**config.mk**
```make
export PLATFORM = sky130hd
export DESIGN_NAME = hcpc_front
export DESIGN_NICKNAME = d
export VERILOG_FILES = /design/src/rtl/hashed_call_profile_counter_assert.svh /design/src/rtl/hcpc_pkg.sv /design/src/rtl/hcpc_front.sv
export SDC_FILE = /design/constraint.sdc
export NUM_CORES = 1
export LEC_CHECK = 0
export ABC_AREA = 1
export BUFFER_PORTS_ARGS = -buffer_cell sky130_fd_sc_hd__clkbuf_2
export CORE_MARGIN = 2
export CORE_UTILIZATION = 35
export DETAILED_ROUTE_END_ITERATION = 8
export PLACE_DENSITY = 0.95
export REMOVE_ABC_BUFFERS = 1
export SETUP_SLACK_MARGIN = 0.05
export SYNTH_ARGS = -nofsm -noshare
export SYNTH_HDL_FRONTEND = slang
export SYNTH_SLANG_ARGS = --single-unit
```
**constraint.sdc**
```tcl
create_clock -name vclk -period 2.5
set_input_delay 0.375 -clock vclk [all_inputs]
set_output_delay 0.375 -clock vclk [all_outputs]
set_load 0.05 [all_outputs]
```
**src/rtl/hashed_call_profile_counter_assert.svh**
```systemverilog
// Assertion macros for the hashed call profile counter.
// Depends on nothing; the including module provides clk and rst_n.
`ifndef HASHED_CALL_PROFILE_COUNTER_ASSERT_SVH
`define HASHED_CALL_PROFILE_COUNTER_ASSERT_SVH
// Implication checked at every clock edge outside reset.
`define HCPC_ASSERT_IMPL(lbl, ante, cons) \
  lbl: assert property (@(posedge clk) disable iff (!rst_n) (ante) |-> (cons)) \
    else $error("hcpc assertion failed");
// Implication whose consequent is checked in the cycle after the antecedent.
`define HCPC_ASSERT_NEXT(lbl, ante, cons) \
  lbl: assert property (@(posedge clk) disable iff (!rst_n) (ante) |=> (cons)) \
    else $error("hcpc assertion failed");
`endif

```
**src/rtl/hcpc_pkg.sv**
```systemverilog
// Shared types, constants and helpers of the hashed call profile counter.
// Depends on nothing.
package hcpc_pkg;
  localparam int TABLE_ENTRIES = 4096;
  localparam int ADDR_W = $clog2(TABLE_ENTRIES);
  localparam int QDEPTH = 2;
  localparam int QPTR_W = $clog2(QDEPTH);

  localparam logic [1:0] OP_RECORD = 2'd0;
  localparam logic [1:0] OP_SAMPLE = 2'd1;
  localparam logic [1:0] OP_CLEAR = 2'd2;
  localparam logic [1:0] OP_READ = 2'd3;

  localparam logic [2:0] STS_COUNTED = 3'd0;
  localparam logic [2:0] STS_REPEAT = 3'd1;
  localparam logic [2:0] STS_INSERTED = 3'd2;
  localparam logic [2:0] STS_LOST = 3'd3;
  localparam logic [2:0] STS_OTHER = 3'd4;

  localparam logic [31:0] SAT32 = 32'hFFFF_FFFF;

  typedef struct packed {
    logic [1:0] op;
    logic [31:0] key;
    logic [ADDR_W-1:0] home;
    logic [ADDR_W-1:0] idx;
  } hcpc_item_t;

  typedef struct packed {
    logic [2:0] status;
    logic [11:0] slot_used;
    logic entry_valid;
    logic [15:0] entry_class;
    logic [15:0] entry_selector;
    logic [31:0] entry_count;
    logic [31:0] samples_total;
    logic [31:0] extra_probes_total;
    logic [31:0] lost_total;
  } hcpc_res_t;

  function automatic logic [31:0] sat_inc(input logic [31:0] v);
    sat_inc = (v == SAT32) ? v : v + 32'd1;
  endfunction
endpackage

```
**src/rtl/hcpc_front.sv**
```systemverilog
// Front end: forms the key and home slot of each incoming beat.
// Depends on hcpc_pkg.
module hcpc_front (
  input  logic [1:0]           in_operation,
  input  logic [15:0]          in_class_id,
  input  logic [15:0]          in_selector_id,
  input  logic [11:0]          in_slot_index,
  output hcpc_pkg::hcpc_item_t item
);
  logic [20:0] hsum;

  // Home slot is (class << 4) + selector, reduced by the power-of-two size.
  assign hsum = {1'b0, in_class_id, 4'b0000} + {5'b00000, in_selector_id};

  always_comb begin
    item.op = in_operation;
    item.key = {in_class_id, 16'h0000} ^ {16'h0000, in_selector_id};
    item.home = hsum[hcpc_pkg::ADDR_W-1:0];
    item.idx = in_slot_index[hcpc_pkg::ADDR_W-1:0];
  end
endmodule

```
==> results_dict.tcl <==
set metrics [dict create \
    final_hold_viol_count 0 \
    synth_seq_area_share_pct 0 \
    gr-usage-all-layers_pct 16.3 \
    wl_mm 2.16 \
    critPathTopFamily "adder cells" \
    yosys.area.top_type "buf_4" \
    swShare_pct 74.2 \
    seq_area_um2 0 \
    synth_xor_area_share_pct 7.30 \
    synth_top_family_by_area "buffers and inverters" \
    drt_drc_violations_left 0 \
    coreArea_um2 1980 \
    slowest_delay_ns 0.39 \
    cts_resized 0 \
    gp_congestion 0.714 \
    slew_headroom_pct 81.0 \
    maxCapViolations 0 \
    grt_start_max_net_pins 6 \
    cp_cell_sequence "clkbuf_2 -> ha_1 -> inv_1 -> fa_1 -> inv_1 -> nand2_1 -> nand2_1 -> nand3_1 -> nand2_1 -> nand2_1 -> nand2_1 -> clkbuf_2" \
    seq_power_share_pct 0 \
    antenna_found_initial 0 \
    fin_area_um2 596 \
    crit_slowest_cell "fa_1" \
    vias 552 \
    comb_power_share_pct 100.0 \
    dr.first_iter.drc_count 2 \
    nets 156 \
    fin_crit_ns 2.14 \
    core.rowCount 16 \
    die_w_um 49.9 \
    crit_type "input port to output port" \
    startpoint "in_class_id[0]" \
    antenna_left 0 \
    io_pins 104 \
    synth_warnings 0 \
    drt_pass1_iterations 2 \
    syn_avg_cell_area_um2 6.70 \
    report.final.slew_viol_count 0 \
    p_leak_uw 0.000394 \
    crit_path_max_fanout 2 \
    hp-start "in_slot_index[0]" \
    synthMuxAreaShare_pct 0 \
    critPathArrivalTime_ns 1.76 \
    yosys-top-cells-area "buf_4, ha_1, nand2_1, inv_1, xnor2_4" \
    syn_to_final_growth_pct -19.2 \
    dp_hpwl_mm 2.08 \
    rsz0062_at_grt "false" \
    syn_inst 110 \
    p_sw_uw 192 \
    grt_pass1_wl_mm 2.88 \
    nFillCells 234 \
    die_y_um 49.9 \
    synth_commonest_cells "buf_4, nand2_1, inv_1" \
    crit_buf_inv 4 \
    final-setup-viol-count 0 \
    syn_area_um2 737 \
    ys_types 14 \
    powerDensity_nw_per_um2 436 \
    peakVddDrop_v 0.000187 \
    instances_no_fill 127 \
    drt-wirelength-per-cell_um 17.0 \
    post-route-period-util_pct 85.5 \
    synth_top_area_share_pct 50.9 \
    synthAdderAreaFrac_pct 14.6 \
    postCtsSetupBuffers 0 \
    worst_pin_slew_ns 0.286 \
    fmax_mhz 468 \
    finalSetupTns_ns 0 \
    start_util_pct 37.2 \
    crit_path_start_kind "input port" \
    placed_cell_area_um2 596 \
    overflow 0 \
    synth_compound_area_share_pct 1.36 \
    port_buffers 40 \
    yosysMostFrequentCell "buf_4" \
    seq_cell_count 0 \
    worst_path_most_repeated_cell "nand2_1" \
    antenna_cells 0 \
    cts_hold_buf 0 \
    vias_per_cell 4.35 \
    drive_gt1_share_pct 42.0 \
    n_clock_buffer 0 \
    p_int_uw 67.0 \
    status "finished, final reports clean" \
    synth-simple-area-share_pct 19.2 \
    dp_cells 127 \
    dieArea_um2 2490 \
    hold_class "input port to output port" \
    worst_ep_required_time_ns 2.12 \
    pwr-share-clk_pct 0 \
    endpoint_kind "output port" \
    grt_pass1_vias 463 \
]
==> metrics by stage <==
step / hold WS (ns) / util (%) / total power, µW / setup slack [ns]
after global placement: 0.750 / 30.1 / 259 / 0.366
after global routing: 0.750 / 30.1 / 278 / 0.185
final: 0.750 / 30.1 / 259 / 0.362
after CTS: 0.750 / 30.1 / 262 / 0.349
after floorplan: 0.750 / - / 151 / 0.135
after detailed placement: 0.750 / 30.1 / 261 / 0.354
==> area by class of cell <==
cell class,count,area (µm²),area share (%)
multi-input cells,47,313,52.5
repair buffers,40,200,33.6
inverters,13,48.8,8.19
well taps,27,33.8,5.67
==> per-layer routing <==
| layer | global-route usage (%) | wire length [µm] |
|---|---|---|
| met1 | 12.4 | 633 |
| met2 | 22.9 | 782 |
| met3 | 26.1 | 748 |
| met4 | 0 | 0 |
| met5 | 4.76 | 0 |
==> placed cells by master, fill, tap and decap left out, types with 2 or more instances in the layout <==
cell type,instances
clkbuf_2,40
nand2_1,21
inv_1,12
ha_1,7
nand3_1,5
nor2_1,3
xnor2_1,3
a21oi_1,2
or2_1,2
==> power by group through the flow <==
stage	Clock [µW]	Sequential [µW]	Combinational, µW
finish	0	0	259
global route	0	0	278
CTS	0	0	262
detailed placement	0	0	261
global placement	0	0	259
floorplan	0	0	151
==> kinds of logic (layout without fill, tap and decap cells) <==
| family | Yosys count | count (layout) |
|---|---|---|
| AO/OA/AOI/OAI | 2 | 2 |
| XOR/XNOR | 4 | 4 |
| adder cells (fa/ha/maj) | 8 | 8 |
| buffers and inverters | 63 | 53 |
| AND/OR/NAND/NOR | 33 | 33 |
==> final timing paths <==
kind                   end  slack (ns)  cells after the start
setup / recovery  item[22]        0.36                     12
hold / removal     item[0]        0.75                      0
Power figures use the tool's default switching activity.
