File: config.mk
export PLATFORM = sky130hd
export DESIGN_NAME = hcpc_queue
export DESIGN_NICKNAME = d
export VERILOG_FILES = /design/src/rtl/hashed_call_profile_counter_assert.svh /design/src/rtl/hcpc_pkg.sv /design/src/rtl/hcpc_queue.sv
export SDC_FILE = /design/constraint.sdc
export NUM_CORES = 1
export LEC_CHECK = 0
export ABC_AREA = 1
export BUFFER_PORTS_ARGS = -buffer_cell sky130_fd_sc_hd__buf_2
export CORE_ASPECT_RATIO = 1.4
export CORE_MARGIN = 2
export CORE_UTILIZATION = 39
export DETAILED_ROUTE_END_ITERATION = 8
export SKIP_LAST_GASP = 1
export SLEW_MARGIN = 10
export SYNTH_ARGS = -nofsm -noshare
export SYNTH_HDL_FRONTEND = slang
export SYNTH_SLANG_ARGS = --single-unit
export TNS_END_PERCENT = 30
File: constraint.sdc
create_clock -name clk -period 4.6 [get_ports clk]
set_clock_uncertainty 0.05 [all_clocks]
set_input_delay 0.92 -clock clk [delete_from_list [all_inputs] [get_ports clk]]
set_output_delay 0.92 -clock clk [all_outputs]
set_load 0.005 [all_outputs]
File: src/rtl/hashed_call_profile_counter_assert.svh
// Assertion macros for the hashed call profile counter.
// Depends on nothing; the including module provides clk and rst_n.
`ifndef HASHED_CALL_PROFILE_COUNTER_ASSERT_SVH
`define HASHED_CALL_PROFILE_COUNTER_ASSERT_SVH
// Implication checked at every clock edge outside reset.
`define HCPC_ASSERT_IMPL(lbl, ante, cons) \
  lbl: assert property (@(posedge clk) disable iff (!rst_n) (ante) |-> (cons)) \
    else $error("hcpc assertion failed");
// Implication whose consequent is checked in the cycle after the antecedent.
`define HCPC_ASSERT_NEXT(lbl, ante, cons) \
  lbl: assert property (@(posedge clk) disable iff (!rst_n) (ante) |=> (cons)) \
    else $error("hcpc assertion failed");
`endif

File: src/rtl/hcpc_pkg.sv
// Shared types, constants and helpers of the hashed call profile counter.
// Depends on nothing.
package hcpc_pkg;
  localparam int TABLE_ENTRIES = 4096;
  localparam int ADDR_W = $clog2(TABLE_ENTRIES);
  localparam int QDEPTH = 2;
  localparam int QPTR_W = $clog2(QDEPTH);

  localparam logic [1:0] OP_RECORD = 2'd0;
  localparam logic [1:0] OP_SAMPLE = 2'd1;
  localparam logic [1:0] OP_CLEAR = 2'd2;
  localparam logic [1:0] OP_READ = 2'd3;

  localparam logic [2:0] STS_COUNTED = 3'd0;
  localparam logic [2:0] STS_REPEAT = 3'd1;
  localparam logic [2:0] STS_INSERTED = 3'd2;
  localparam logic [2:0] STS_LOST = 3'd3;
  localparam logic [2:0] STS_OTHER = 3'd4;

  localparam logic [31:0] SAT32 = 32'hFFFF_FFFF;

  typedef struct packed {
    logic [1:0] op;
    logic [31:0] key;
    logic [ADDR_W-1:0] home;
    logic [ADDR_W-1:0] idx;
  } hcpc_item_t;

  typedef struct packed {
    logic [2:0] status;
    logic [11:0] slot_used;
    logic entry_valid;
    logic [15:0] entry_class;
    logic [15:0] entry_selector;
    logic [31:0] entry_count;
    logic [31:0] samples_total;
    logic [31:0] extra_probes_total;
    logic [31:0] lost_total;
  } hcpc_res_t;

  function automatic logic [31:0] sat_inc(input logic [31:0] v);
    sat_inc = (v == SAT32) ? v : v + 32'd1;
  endfunction
endpackage

File: src/rtl/hcpc_queue.sv
// Short queue of classified beats between front and back end.
// Depends on hcpc_pkg.
module hcpc_queue (
  input  logic                 clk,
  input  logic                 rst_n,
  input  logic                 push,
  input  hcpc_pkg::hcpc_item_t push_data,
  input  logic                 pop,
  output hcpc_pkg::hcpc_item_t pop_data,
  output logic                 full,
  output logic                 empty
);
  hcpc_pkg::hcpc_item_t mem_r [hcpc_pkg::QDEPTH];
  logic [hcpc_pkg::QPTR_W-1:0] wp_r, rp_r;
  logic [hcpc_pkg::QPTR_W:0] cnt_r;

  assign full = (cnt_r == (hcpc_pkg::QPTR_W+1)'(hcpc_pkg::QDEPTH));
  assign empty = (cnt_r == '0);
  assign pop_data = mem_r[rp_r];

  always_ff @(posedge clk) begin
    if (push) begin
      mem_r[wp_r] <= push_data;
    end
  end

  always_ff @(posedge clk) begin
    if (!rst_n) begin
      wp_r <= '0;
      rp_r <= '0;
      cnt_r <= '0;
    end else begin
      if (push) begin
        wp_r <= wp_r + 1'b1;
      end
      if (pop) begin
        rp_r <= rp_r + 1'b1;
      end
      cnt_r <= cnt_r + (hcpc_pkg::QPTR_W+1)'(push) - (hcpc_pkg::QPTR_W+1)'(pop);
    end
  end
endmodule

==> impl_metrics.tcl <==
set metrics [dict create \
    status "finished, final reports clean" \
    ys_warn_count 0 \
    syn_to_final_growth_pct 31.21 \
    cts-resized-gates 0 \
    num_rows 46 \
    path_clk_slew_ns 0.05 \
    grt_pass1_vias 2359 \
    grt_util_all_layers 0.1324 \
    synth.most_common_cell "edfxtp_1" \
    pwr-share-seq 0.454 \
    hold_path.class "reg -> reg" \
    ctsHoldBuffers 0 \
    cts_sinks 121 \
    firstDrtPassIters 4 \
    relSlewSlack 0.3911 \
    p_switching_w 0.0005453 \
    fmax_ghz 0.3436 \
    instances_no_fill 508 \
    insertion_delay_ns 0.40 \
    ys_seq_elements 121 \
    ys_seq_area_frac 0.7989 \
    start_util 0.3976 \
    route.detailed.drc 0 \
    whs_ns 0.4473 \
    worst_ep_arrival_time_ns 1.94 \
    synth_edf_count 116 \
    clockBufferDepth 2 \
    maxCapViolCount 0 \
    final_area_sq_mm 0.005886 \
    crit_chain "mux2_2 -> buf_2" \
    worstSetupPathType "reg -> out" \
    grt_pass1_wl_um 11720 \
    synthTopCellsByArea "edfxtp_1, mux2_2, mux2_4" \
    dieWidth_um 94.64 \
    dp_hpwl_um 5006 \
    synth_top_area_frac 0.7766 \
    syn_area_sq_mm 0.004486 \
    htreeDepth 4 \
    yosys.area.top_type "edfxtp_1" \
    maxSlewViolCount 0 \
    endpoint_kind "output port" \
    cellPowerDensity_mw_per_mm2 489.7 \
    postCtsSetupBuffers 0 \
    io_pins 122 \
    finalWirelength_um 7750 \
    grt_max_degree 59 \
    core_sq_mm 0.01128 \
    drtIter0Drc 113 \
    post-route-period-util 0.6327 \
    slowest_delay_ns 0.94 \
    setup_viol 0 \
    internal-power_w 0.002337 \
    syn_area_per_cell_sq_um 21.06 \
    tightest_slew_ns 0.9134 \
    avgRoutedWirePerCell_um 15.26 \
    antenna_left 0 \
    die_y_um 130.9 \
    slowest_stage "dfxtp_4" \
    switching_share 0.1892 \
    clock_power_share 0.477 \
    peakVddDrop_mv 0.2809 \
    hold_viol_final 0 \
    synth_common_cells "edfxtp_1, mux2_2, mux2_4, nor2_1, nand2_1" \
    cts_tree "yes" \
    dpl_cell_area_sq_mm 0.005256 \
    antenna_found_initial 2 \
    crit_fanout 58 \
    p_leak_nw 2.310 \
    combPwrFrac 0.069 \
    syn-num-nets 277 \
    critPathLaunchType "flip-flop" \
    finalPower_w 0.002882 \
    rsz0062_at_grt "no" \
    final_nets 414 \
    grt_overflow 0 \
    finalSetupTns_ns 0 \
    synthArstFlopShare 0 \
    synth_cell_types 12 \
    synth_ff_type "edfxtp_1" \
    port_buffers 121 \
    vias 2319 \
    die-area_sq_mm 0.01239 \
    place_inst 475 \
    synthesis.instances 213 \
    cts_made_buffers 17 \
    viasPerCell 4.565 \
    cp.required_ns 3.63 \
    drive_gt1_frac 0.5868 \
    gp_congestion 0.6889 \
    period_needed_ns 2.911 \
    clockRootBuffer "clkbuf_16" \
]
-- placed cells by master (no fill, tap or decap) --
cell        instances
nor2_1              8
edfxtp_1          116
clkbuf_1            4
nand2_1             8
clkinv_2            2
nor2_4              1
diode_2             1
dfxtp_1             4
mux2_4             20
nand3_1             1
buf_2             121
buf_4               3
mux2_2             38
dfxtp_4             1
inv_2               1
inv_1               6
clkinvlp_4          2
clkbuf_16          17
a21oi_1             1
clkbuf_8            3
ha_1                2
bufinv_16           4
-- cells by family after synthesis --
| family | Yosys count | synth area share |
|---|---|---|
| mux | 58 | 0.1623 |
| buf+inv | 13 | 0.01674 |
| fa+ha+maj | 2 | 0.005578 |
| simple gates | 18 | 0.01534 |
| compound gates | 1 | 0.001115 |
| flops | 121 | 0.7989 |
-- power by group through the flow --
stage / registers (W) / logic [W] / clock network [W]
6_report: 0.00131 / 0.000200 / 0.00137
5_1_grt: 0.00131 / 0.000222 / 0.00146
4_1_cts: 0.00131 / 0.000206 / 0.00140
3_5_place_dp: 0.00133 / 0.000205 / 0
3_3_place_gp: 0.00133 / 0.000202 / 0
2_1_floorplan: 0.00131 / 0.000121 / 0
-- worst max-delay path: cells and delay by family (launching register included) --
| kind | cells | cell delay [ns] |
|---|---|---|
| buf+inv | 1 | 0.13 |
| mux | 1 | 0.43 |
| flops | 1 | 0.94 |
-- metrics by stage --
step                      utilization  setup WS (ns)
final                          0.5217          1.689
after global placement         0.4659          2.003
after floorplan                     -         0.6808
after global routing           0.5215          1.582
after detailed placement       0.4659          1.960
after CTS                      0.5215          1.633
-- area by class of cell --
cell class,count,area (sq um)
Inverter,7,26.28
Multi-Input combinational cell,79,834.6
Clock inverter,8,145.1
Clock buffer,24,481.7
Tap cell,144,180.2
Antenna cell,1,2.502
Sequential cell,121,3587
Timing Repair Buffer,124,628.1
Fill cell,975,5395
-- path summary, 6_finish.rpt --
kind / startpoint / to / slack [ns] / cells after the start
max: flip-flop / pop_data[47] / 1.69 / 2
min: rp_r / flip-flop / 0.45 / 2
max reg2reg: wp_r / mem_r[1][23] / 2.62 / 3
min reg2reg: rp_r / flip-flop / 0.45 / 2
-- layer usage --
layer,wire length (um),share of wire,GRT usage
met1,2873,0.37,0.1374
met2,4289,0.55,0.2253
met3,511,0.066,0.05963
met4,69,0.0089,0.06650
met5,7,0.00090,0
-- flip-flops by register name, summed over array words and instances, names as in the netlist, named ones only --
name,count
rp_r,1
cnt_r,2
mem_r,116
wp_r,1
(Power assumes the default switching activity.)
